File: src/sv/pfe_pkg.sv
package pfe_pkg;

    // default configuration
    localparam int DEF_STACK_DEPTH = 64;
    localparam int DEF_VALUE_WIDTH = 32;

    // character codes
    localparam logic [7:0] CH_ZERO  = 8'h30;
    localparam logic [7:0] CH_PLUS  = 8'h2B;
    localparam logic [7:0] CH_MINUS = 8'h2D;
    localparam logic [7:0] CH_STAR  = 8'h2A;
    localparam logic [7:0] CH_SLASH = 8'h2F;

    // status codes
    typedef logic [2:0] t_status;
    localparam t_status ST_OK    = 3'd0;
    localparam t_status ST_UNDER = 3'd1;
    localparam t_status ST_OVER  = 3'd2;
    localparam t_status ST_DIV0  = 3'd3;
    localparam t_status ST_EMPTY = 3'd4;

    // shift control broadcast to every stack cell
    typedef struct packed {
        logic push;   // take the value from the cell above
        logic pop;    // take the value from the cell below
    } t_cell_ctl;

    // request to the iterative arithmetic unit
    typedef struct packed {
        logic start;
        logic is_mul;
    } t_alu_req;

endpackage

File: src/sv/pfe_cell.sv
module pfe_cell #(
    parameter int W = pfe_pkg::DEF_VALUE_WIDTH
) (
    input  logic              i_clk,
    input  pfe_pkg::t_cell_ctl i_ctl,
    input  logic [W-1:0]      i_above,
    input  logic [W-1:0]      i_below,
    output logic [W-1:0]      o_value
);
    import pfe_pkg::*;

    logic [W-1:0] r_value;

    // one stack slot: shift down on push, up on pop
    always_ff @(posedge i_clk) begin
        if (i_ctl.push) begin
            r_value <= i_above;
        end else if (i_ctl.pop) begin
            r_value <= i_below;
        end
    end

    assign o_value = r_value;

endmodule

File: src/sv/pfe_alu.sv
module pfe_alu #(
    parameter int W = pfe_pkg::DEF_VALUE_WIDTH
) (
    input  logic              i_clk,
    input  logic              i_rst_n,
    input  pfe_pkg::t_alu_req i_req,
    input  logic [W-1:0]      i_lhs,
    input  logic [W-1:0]      i_rhs,
    output logic              o_done,
    output logic [W-1:0]      o_result
);
    import pfe_pkg::*;

    localparam int CW = $clog2(W);

    logic          r_busy;
    logic          r_done;
    logic [CW-1:0] r_cnt;
    logic          r_is_mul;
    logic          r_neg;
    logic [W-1:0]  r_x;     // multiplicand or partial remainder
    logic [W-1:0]  r_y;     // multiplier or quotient
    logic [W-1:0]  r_b;     // divisor magnitude
    logic [W-1:0]  r_acc;   // product

    logic [W:0]    trial;
    logic [W:0]    diff;
    logic          ge;
    logic [W-1:0]  mag_lhs;
    logic [W-1:0]  mag_rhs;

    // restoring division step
    assign trial   = {r_x, r_y[W-1]};
    assign diff    = trial - {1'b0, r_b};
    assign ge      = trial >= {1'b0, r_b};
    assign mag_lhs = i_lhs[W-1] ? (~i_lhs + 1'b1) : i_lhs;
    assign mag_rhs = i_rhs[W-1] ? (~i_rhs + 1'b1) : i_rhs;

    // control: one bit per cycle over all W bits
    always_ff @(posedge i_clk) begin
        if (!i_rst_n) begin
            r_busy <= 1'b0;
            r_done <= 1'b0;
            r_cnt  <= '0;
        end else begin
            r_done <= 1'b0;
            if (i_req.start) begin
                r_busy <= 1'b1;
                r_cnt  <= '0;
            end else if (r_busy) begin
                r_cnt <= r_cnt + 1'b1;
                if (r_cnt == CW'(W - 1)) begin
                    r_busy <= 1'b0;
                    r_done <= 1'b1;
                end
            end
        end
    end

    // datapath: shift-add multiply, restoring divide of magnitudes
    always_ff @(posedge i_clk) begin
        if (i_req.start) begin
            r_is_mul <= i_req.is_mul;
            r_neg    <= i_lhs[W-1] ^ i_rhs[W-1];
            r_acc    <= '0;
            r_b      <= mag_rhs;
            if (i_req.is_mul) begin
                r_x <= i_lhs;
                r_y <= i_rhs;
            end else begin
                r_x <= '0;
                r_y <= mag_lhs;
            end
        end else if (r_busy) begin
            if (r_is_mul) begin
                if (r_y[0]) begin
                    r_acc <= r_acc + r_x;
                end
                r_x <= {r_x[W-2:0], 1'b0};
                r_y <= {1'b0, r_y[W-1:1]};
            end else begin
                r_x <= ge ? diff[W-1:0] : trial[W-1:0];
                r_y <= {r_y[W-2:0], ge};
            end
        end
    end

    assign o_done   = r_done;
    assign o_result = r_is_mul ? r_acc : (r_neg ? (~r_y + 1'b1) : r_y);

endmodule

File: src/sv/postfix_expression_evaluator.sv
// Postfix evaluator on a shifting stack of cells.
// Operands, + and - are handled directly; * and / go to the shared
// shift-add / restoring-divide unit; the final word of an expression then
// passes through S_FIN, which loads the result register.
// New words are stalled while * or / is in progress and while in S_FIN.
// Reset (synchronous, active low) empties the stack and clears the error.
module postfix_expression_evaluator #(
    parameter int STACK_DEPTH = pfe_pkg::DEF_STACK_DEPTH,
    parameter int VALUE_WIDTH = pfe_pkg::DEF_VALUE_WIDTH
) (
    input  logic                 i_clk,
    input  logic                 i_rst_n,
    input  logic                 i_valid,
    output logic                 o_stall,
    input  logic [7:0]           i_symbol,
    input  logic                 i_end_of_expr,
    output logic                 o_valid,
    input  logic                 i_stall,
    output logic signed [31:0]   o_value,
    output pfe_pkg::t_status     o_status
);
    import pfe_pkg::*;

    localparam int W   = VALUE_WIDTH;
    localparam int D   = STACK_DEPTH;
    localparam int SPW = $clog2(D + 1);
    localparam int EW  = W + 9;

    typedef enum logic [2:0] {
        S_IDLE = 3'b001,
        S_CALC = 3'b010,
        S_FIN  = 3'b100
    } t_state;

    t_state          r_state, n_state;
    logic [SPW-1:0]  r_sp, n_sp;
    t_status         r_err, n_err;
    logic            r_last, n_last;
    logic            r_valid, n_valid;
    logic [31:0]     r_value, n_value;
    t_status         r_status, n_status;

    t_cell_ctl       ctl;
    t_alu_req        req;
    logic [W-1:0]    cell_val [D];
    logic [W-1:0]    push_val;
    logic [W-1:0]    pop_val;
    logic [W-1:0]    alu_res;
    logic            alu_done;
    logic [W-1:0]    rhs;
    logic [W-1:0]    lhs;
    logic [EW-1:0]   operand_ext;
    logic [63:0]     top_ext;
    logic            accept;
    logic            is_op;
    logic            out_free;

    assign rhs         = cell_val[0];
    assign lhs         = cell_val[1];
    assign accept      = i_valid && !o_stall;
    assign is_op       = (i_symbol == CH_PLUS) || (i_symbol == CH_MINUS) ||
                         (i_symbol == CH_STAR) || (i_symbol == CH_SLASH);
    assign operand_ext = {{W{1'b0}}, 1'b0, i_symbol} - {{W{1'b0}}, 1'b0, CH_ZERO};
    assign push_val    = operand_ext[W-1:0];
    assign top_ext     = 64'($signed(cell_val[0]));
    assign out_free    = !r_valid || !i_stall;

    // stack of cells, top at index zero
    for (genvar g = 0; g < D; g++) begin : g_cell
        logic [W-1:0] above;
        logic [W-1:0] below;
        if (g == 0) begin : g_top
            assign above = push_val;
            assign below = pop_val;
        end else begin : g_rest
            assign above = cell_val[g-1];
        end
        if (g == D - 1) begin : g_end
            if (g != 0) begin : g_endb
                assign below = cell_val[g];
            end
        end else if (g != 0) begin : g_mid
            assign below = cell_val[g+1];
        end
        pfe_cell #(.W(W)) u_cell (
            .i_clk   (i_clk),
            .i_ctl   (ctl),
            .i_above (above),
            .i_below (below),
            .o_value (cell_val[g])
        );
    end

    pfe_alu #(.W(W)) u_alu (
        .i_clk    (i_clk),
        .i_rst_n  (i_rst_n),
        .i_req    (req),
        .i_lhs    (lhs),
        .i_rhs    (rhs),
        .o_done   (alu_done),
        .o_result (alu_res)
    );

    // sequencing of one word
    always_comb begin
        n_state  = r_state;
        n_sp     = r_sp;
        n_err    = r_err;
        n_last   = r_last;
        n_valid  = r_valid && i_stall;
        n_value  = r_value;
        n_status = r_status;
        ctl      = '0;
        req      = '0;
        pop_val  = alu_res;
        unique case (r_state)
            S_IDLE: begin
                if (accept) begin
                    n_last = i_end_of_expr;
                    if (i_end_of_expr) begin
                        n_state = S_FIN;
                    end
                    if (!is_op) begin
                        if (r_sp == SPW'(D)) begin
                            if (r_err == ST_OK) n_err = ST_OVER;
                        end else begin
                            ctl.push = 1'b1;
                            n_sp     = r_sp + 1'b1;
                        end
                    end else if (r_sp < SPW'(2)) begin
                        if (r_err == ST_OK) n_err = ST_UNDER;
                    end else if (i_symbol == CH_PLUS || i_symbol == CH_MINUS) begin
                        pop_val = (i_symbol == CH_PLUS) ? (lhs + rhs) : (lhs - rhs);
                        ctl.pop = 1'b1;
                        n_sp    = r_sp - 1'b1;
                    end else if (i_symbol == CH_SLASH && rhs == '0) begin
                        if (r_err == ST_OK) n_err = ST_DIV0;
                        pop_val = '0;
                        ctl.pop = 1'b1;
                        n_sp    = r_sp - 1'b1;
                    end else begin
                        req.start  = 1'b1;
                        req.is_mul = (i_symbol == CH_STAR);
                        n_state    = S_CALC;
                    end
                end
            end
            S_CALC: begin
                if (alu_done) begin
                    ctl.pop = 1'b1;
                    n_sp    = r_sp - 1'b1;
                    n_state = r_last ? S_FIN : S_IDLE;
                end
            end
            S_FIN: begin
                if (out_free) begin
                    n_valid  = 1'b1;
                    n_value  = (r_sp != '0) ? top_ext[31:0] : 32'd0;
                    if (r_err != ST_OK) begin
                        n_status = r_err;
                    end else if (r_sp == '0) begin
                        n_status = ST_EMPTY;
                    end else begin
                        n_status = ST_OK;
                    end
                    n_sp     = '0;
                    n_err    = ST_OK;
                    n_state  = S_IDLE;
                end
            end
            default: begin
                n_state = S_IDLE;
            end
        endcase
    end

    // control registers
    always_ff @(posedge i_clk) begin
        if (!i_rst_n) begin
            r_state <= S_IDLE;
            r_sp    <= '0;
            r_err   <= ST_OK;
            r_valid <= 1'b0;
        end else begin
            r_state <= n_state;
            r_sp    <= n_sp;
            r_err   <= n_err;
            r_valid <= n_valid;
        end
    end

    // payload registers
    always_ff @(posedge i_clk) begin
        r_last   <= n_last;
        r_value  <= n_value;
        r_status <= n_status;
    end

    assign o_stall  = (r_state != S_IDLE);
    assign o_valid  = r_valid;
    assign o_value  = r_value;
    assign o_status = r_status;

endmodule
File: config.mk
export PLATFORM = sky130hd
export DESIGN_NAME = postfix_expression_evaluator
export DESIGN_NICKNAME = d
export VERILOG_FILES = /design/src/sv/pfe_pkg.sv /design/src/sv/pfe_cell.sv /design/src/sv/pfe_alu.sv /design/src/sv/postfix_expression_evaluator.sv
export SDC_FILE = /design/constraint.sdc
export NUM_CORES = 2
export LEC_CHECK = 0
export BUFFER_PORTS_ARGS = -buffer_cell sky130_fd_sc_hd__buf_4
export CAP_MARGIN = 5
export CORE_UTILIZATION = 50
export CTS_CLUSTER_SIZE = 28
export DETAILED_ROUTE_END_ITERATION = 16
export GPL_TIMING_DRIVEN = 0
export PLACE_DENSITY = 0.69
export SYNTH_ARGS = -nofsm -noshare
export SYNTH_HDL_FRONTEND = slang
export SYNTH_SLANG_ARGS = --single-unit
File: constraint.sdc
create_clock -name i_clk -period 253.3 [get_ports i_clk]
set_input_delay 50.66 -clock i_clk [delete_from_list [all_inputs] [get_ports i_clk]]
set_output_delay 50.66 -clock i_clk [all_outputs]
set_load 0.05 [all_outputs]
After elaboration in Yosys (flattened, before gate mapping)
Index checks and enable logic that the tools add are counted.
- memories: 0
- word-level logic and storage cells: 349
- output and inout bits: 37
- memory bits (writable): 0
- input bits: 13
- register bits: 2235
- latch bits: 0
- bits in read-only memories: 0
- reduce and logical (&&, ||, !) cells: 27
- divide/modulo/power cells: 0
- shift operators: 0
- equality and inequality tests: 22
- $lt $le $gt $ge: 2
- multipliers: 0
- $add $sub $neg: 11
- bitwise gates (word level): 6
- multiplexer cells: 200
- operators by type and width (cell ; number):
    2-to-1 mux 32 bit ; 145
    adder 32 x 1 -> 32 bit, second input constant ; 3
    inverter 32 bit ; 3
    adder 32 bit ; 2
    subtractor 32 bit ; 2
    2-to-1 mux 3 bit ; 21
    2-to-1 mux 7 bit ; 8
    >= comparator 33 x 32 -> 1 bit ; 1
    == test 8 x 6 -> 1 bit, second input constant ; 4
    zero test 32 bit ; 1
    2-to-1 mux 31 bit ; 1
    case mux 7 bit (3 select lines) ; 1
    != test 4 bit, second input constant ; 4
    != test 3 bit, second input constant ; 5
    2-to-1 mux 1 bit ; 14
    2-to-1 mux 2 bit ; 7
    case mux 3 bit (3 select lines) ; 1
    AND reduction 9 bit ; 1
    subtractor 8 x 6 -> 9 bit, second input constant ; 1
    adder 7 x 1 -> 7 bit, second input constant ; 1
    == test 7 bit, second input constant ; 1
    zero test 7 bit ; 1
    < comparator 7 x 2 -> 1 bit, second input constant ; 1
    AND reduction 7 bit ; 1
    24 further kinds ; 38

Depth between registers and ports, before layout
- depth after elaboration: 12
- gate-level depth with buffers: 18
- depth with buffers taken out: 17

Modules after synthesis
Synthesis repeated with hierarchy kept, for this count alone.
- cells, all modules: 6381
- area total of the unflattened synthesis: 113129.8 um2
- by module, submodules not included (module ; area an instance (um2) ; cells each ; seq. area each (um2) ; instances):
    pfe_cell ; 1507.7 ; 69 ; 960.9 ; 64
    pfe_alu ; 11484.8 ; 1353 ; 3723.6 ; 1
    postfix_expression_evaluator ; 5152.4 ; 612 ; 1341.3 ; 1

Worst setup path after synthesis
OpenSTA, ideal clock, no wires.
- path type: input to register
- start point: input i_symbol[4]
- end point: register g_cell[0].u_cell.r_value[0] (enable)
- stages: 9
- setup slack: 113.661 ns
- setup time: 4.458 ns
- buffers on the path: 1
- arrival time: 135.182 ns
- path through: inv_1 -> ha_1 -> nand4_1 -> o21bai_1 -> a31oi_2 -> a211o_1 -> o211ai_2 -> buf_2 -> nor2_1
- cells in the longest elaborated chain, start to end: 9
- elaborated cells on any way between the ends: 17
- those cells by class: eq/ne: 4; mux: 8; reduce/logical: 5
- ends and longest elaborated chain (item ; line ; text):
    start: declaration ; postfix_expression_evaluator.sv:15 ; input logic [7:0] i_symbol,
    == test 8 x 6 -> 1 bit ; postfix_expression_evaluator.sv:62, postfix_expression_evaluator.sv:136 ;
    logical AND 1 bit ; postfix_expression_evaluator.sv:136 ; end else if (i_symbol == CH_SLASH && rhs == '0) begin
    2-to-1 mux 1 bit ; postfix_expression_evaluator.sv:136 ;
    2-to-1 mux 1 bit ; postfix_expression_evaluator.sv:132 ; end else if (i_symbol == CH_PLUS || i_symbol == CH_MINUS) begin
    2-to-1 mux 1 bit ; postfix_expression_evaluator.sv:130 ; end else if (r_sp < SPW'(2)) begin
    2-to-1 mux 1 bit ; postfix_expression_evaluator.sv:123 ; if (!is_op) begin
    2-to-1 mux 2 bit (*) ; postfix_expression_evaluator.sv:118 ; if (accept) begin
    case mux 1 bit (2 select lines) ; postfix_expression_evaluator.sv:116 ; unique case (r_state)
    nonzero test 2 bit (no line) (*) ; - ;
    end signal: assignment ; pfe_cell.sv:17 ; r_value <= i_above;
    end signal: assignment ; pfe_cell.sv:19 ; r_value <= i_below;
    end: declaration ; pfe_cell.sv:12 ; logic [W-1:0] r_value;
Mark *: on every way between the ends. The rest lies on a longest branch, timed or not.
A chain may end at the register's enable or synchronous reset.

Worst setup path in the final report
- start point: input i_symbol[4]
- end point: register g_cell[0].u_cell.r_value[26] (data pin)
- cells in the longest elaborated chain, start to end: 10
- elaborated cells on any way between the ends: 21
- those cells by class: add/sub: 1; eq/ne: 4; mux: 12; reduce/logical: 4
- ends and longest elaborated chain (item ; line ; text):
    == test 8 x 6 -> 1 bit ; postfix_expression_evaluator.sv:62, postfix_expression_evaluator.sv:136 ;
    logical AND 1 bit ; postfix_expression_evaluator.sv:136 ;
    2-to-1 mux 32 bit ; postfix_expression_evaluator.sv:136 ;
    2-to-1 mux 32 bit ; postfix_expression_evaluator.sv:132 ;
    2-to-1 mux 32 bit ; postfix_expression_evaluator.sv:130 ;
    2-to-1 mux 32 bit ; postfix_expression_evaluator.sv:123 ;
    2-to-1 mux 32 bit ; postfix_expression_evaluator.sv:118 ;
    2-to-1 mux 32 bit ; postfix_expression_evaluator.sv:116 ;
    2-to-1 mux 32 bit ; pfe_cell.sv:18 ; end else if (i_ctl.pop) begin
    2-to-1 mux 32 bit (*) ; pfe_cell.sv:16 ; if (i_ctl.push) begin
Mark *: on every way between the ends. The rest lies on a longest branch, timed or not. The select of a mux whose other input is x is not followed.

==> out/results.ini <==
[run_status]
status=finished, final reports clean

[timing]
final_max_slew_viol_count=0
worst_pin_slew_ps=1440
fin_setup_tns_ps=0
max_slew_margin=0.03990
period_needed_ps=55440
hold_viol=0
worst_slack_ps=197860
post-route-period-util=0.2189
rsz0062_at_grt=false
setup_viol=0
hold-worst-slack_ps=446.2
fmax_mhz=18.04
skew_ps=30.96

[critical_path]
arrival_ps=56010
r2r-start=g_cell[0].u_cell.o_value[0]$_DFFE_PP_
path_class=in2reg
r2r_slack_ps=246020
crit_start=i_symbol[4]
crit_end=g_cell[0].u_cell.o_value[26]$_DFFE_PP_
critPathMaxFanout=10
regToRegEndpoint=g_cell[60].u_cell.o_value[7]$_DFFE_PP_
endpoint_kind=flip-flop
start_kind=input pin
cp.required_ps=253870
rr_worst_depth=22

[global_route]
grt_usage=0.2627
grt_pass1_wl_um=422700
grt_max_degree=61
grt-busiest-layer=met2
met1_usage=0.3521
grt_pass1_vias=75220
grt_util_met2=0.4349
grtUsageMet3=0.03357
overflow=0
antenna_found_initial=8

[floorplan]
die_h_um=453.6
core_area_um2=202300
die_width_um=453.6
initial_utilization=0.5041
die-area_um2=205800
pin_count=50
num_rows=165

[logic_synthesis]
syn_avg_cell_area_um2=9.817
synth-main-ff-cell=edfxtp_1
yosysTopAreaCell=edfxtp_1
ys_ff_latch=2234
ys_warn_count=0
netlist_area_um2=102000
synth_top_cell_area_share=0.6425
synth.distinct_cells=88
ys_seq_area_frac=0.6527
ys_async_sr_fraction=0
synth-edff-count=2182
syn_nets=10510
netlist_instances=10390
yosys-top-cells-area=edfxtp_1, nand2_1, clkbuf_1

[clocking]
post_cts_resized=0
cts.path.max_buffers=3
cts-root-buf=clkbuf_16
cts_buffers=228
clk_latency_ps=880
clk_pin_slew_ps=60
h-tree-depth=4
post_cts_buffers=0
cts.sinks=2234
tritoncts=done
cts-hold-fix-buffers=0

[finish]
final_layout_size_suffix_gt1_frac=0.04856
final_nets=10870
seqCellArea_um2=66560
layout_common_cells=nand2_1, edfxtp_1, clkbuf_1, clkbuf_16, a21oi_1
fillers=17630
instances_no_fill=13610
multi_input_area_um2=33050
final_util=0.5664
area_delta_synth_final_pct=12.36
final_common_cell=nand2_1

[detailed_routing]
wl_um=272000
dr.pass1.iters=6
vias=75340
ant_nets=0
post-route-drc-count=0
viasPerCell=5.535
drt-initial-drc-count=7096
wl_per_cell_um=19.98

[min_path]
holdCritPathClass=reg2reg

[power]
max-vdd-ir-drop_mv=0.008498
leakage_uw=0.04892
power.density_nw_per_um2=9.287

[place]
placedCellCount=13180
hpwlAfterDp_um=203600
io_buffers=49
place_ws_ps=196920
gp_congestion=0.9765

[job]
drv_cap=0

[cells in the mapped netlist (4+ instances only)]
| cell | number |
|---|---|
| a211o_1 | 7 |
| a211oi_1 | 24 |
| a21boi_0 | 6 |
| a21o_1 | 53 |
| a21oi_1 | 165 |
| a221oi_1 | 15 |
| a22oi_1 | 8 |
| a31oi_1 | 14 |
| and2_1 | 41 |
| and3_1 | 14 |
| buf_1 | 36 |
| buf_2 | 23 |
| clkbuf_1 | 490 |
| dfxtp_1 | 52 |
| edfxtp_1 | 2182 |
| ha_1 | 109 |
| inv_1 | 67 |
| mux2_2 | 26 |
| mux2i_1 | 29 |
| nand2_1 | 6164 |
| nand2b_1 | 24 |
| nand3_1 | 24 |
| nand3b_1 | 8 |
| nand4_1 | 15 |
| nor2_1 | 113 |
| nor2b_1 | 18 |
| nor3_1 | 32 |
| nor4_1 | 12 |
| o211ai_1 | 16 |
| o21a_1 | 16 |
| o21ai_0 | 149 |
| o21ai_1 | 4 |
| o21bai_1 | 15 |
| o221ai_1 | 22 |
| o22ai_1 | 30 |
| o31ai_1 | 38 |
| o41ai_1 | 16 |
| or2_2 | 13 |
| or3_1 | 21 |
| or4_1 | 15 |
| xnor2_1 | 98 |
| xor2_1 | 94 |
[worst max-delay path, stage by stage]
cell and delay (ps):
buf_4 130, inv_1 50, ha_1 270, nand4_1 220
or2_2 180, clkbuf_1 830, o21ai_0 370, fa_1 490
a21oi_1 200, o21ai_0 170, a211oi_1 650, nor4_1 220
a311oi_1 820, o21a_1 270, o31ai_1 150, xnor2_1 190
o221ai_1 120
[state kept, by name, indices dropped and copies added (netlist names), 2 cells and up]
register,flops
u_alu.r_acc,32
r_state,3
u_alu.r_y,32
r_err,2
u_alu.r_cnt,5
u_alu.r_x,32
o_value,32
r_sp,7
o_status,3
g_cell.u_cell.o_value,2048
u_alu.r_b,32
[metal layers]
layer,wire length (µm),up-vias
met5,20,-
met4,10630,2
met3,16040,492
met2,131000,2438
met1,114300,37180
li1,-,35230
[stage by stage]
step | cell area [µm²] | power (µW)
floorplan | 102000 | 818.2
global placement | 105700 | 943.9
detailed placement | 107300 | 738.0
CTS | 114600 | 1069
global route | 114600 | 1111
finish | 114600 | 1064
[how the worst min path moves through the flow]
| stage | startpoint | to | slack, ps | cells after the start |
|---|---|---|---|---|
| after CTS | g_cell[62].u_cell.o_value[30]$_DFFE_PP_ | g_cell[63].u_cell.o_value[30]$_DFFE_PP_ | 440 | 0 |
| after global routing | g_cell[62].u_cell.o_value[12]$_DFFE_PP_ | g_cell[63].u_cell.o_value[12]$_DFFE_PP_ | 470 | 0 |
| after floorplan | g_cell[62].u_cell.o_value[0]$_DFFE_PP_ | g_cell[63].u_cell.o_value[0]$_DFFE_PP_ | 430 | 0 |
| after detailed placement | g_cell[62].u_cell.o_value[3]$_DFFE_PP_ | g_cell[63].u_cell.o_value[3]$_DFFE_PP_ | 430 | 0 |
| final | g_cell[62].u_cell.o_value[30]$_DFFE_PP_ | g_cell[63].u_cell.o_value[30]$_DFFE_PP_ | 450 | 0 |
| after global placement | g_cell[62].u_cell.o_value[8]$_DFFE_PP_ | g_cell[63].u_cell.o_value[8]$_DFFE_PP_ | 440 | 0 |
[power by group]
part / total (µW) / internal [µW] / leakage, µW / switching, µW
clock network: 332 / 186 / 0.00354 / 146
logic: 175 / 56.0 / 0.0236 / 119
registers: 557 / 509 / 0.0218 / 47.1
total: 1060 / 752 / 0.0489 / 312
[area by class of cell]
type / count / area share
Antenna cell: 5 / 0.0001092
Buffer: 555 / 0.01871
Clock buffer: 283 / 0.05215
Clock inverter: 140 / 0.01124
Inverter: 70 / 0.002293
Multi-Input combinational cell: 7529 / 0.2884
Sequential cell: 2234 / 0.5809
Tap cell: 2672 / 0.02918
Timing Repair Buffer: 124 / 0.01697
[cell families (layout without fill, tap and decap cells)]
logic type / after synthesis / after routing / share of synthesized area
AOI/OAI and AO/OA: 635 / 635 / 0.04024
xor gates and xnor gates: 192 / 192 / 0.01649
adders and majority gates: 112 / 112 / 0.01396
buffers and inverters: 625 / 1172 / 0.02356
DFF: 2234 / 2234 / 0.6527
muxes: 55 / 55 / 0.005717
other: 0 / 5 / 0
and+or+nand+nor: 6535 / 6535 / 0.2473
Note: power is estimated with default switching activity, not from simulation.
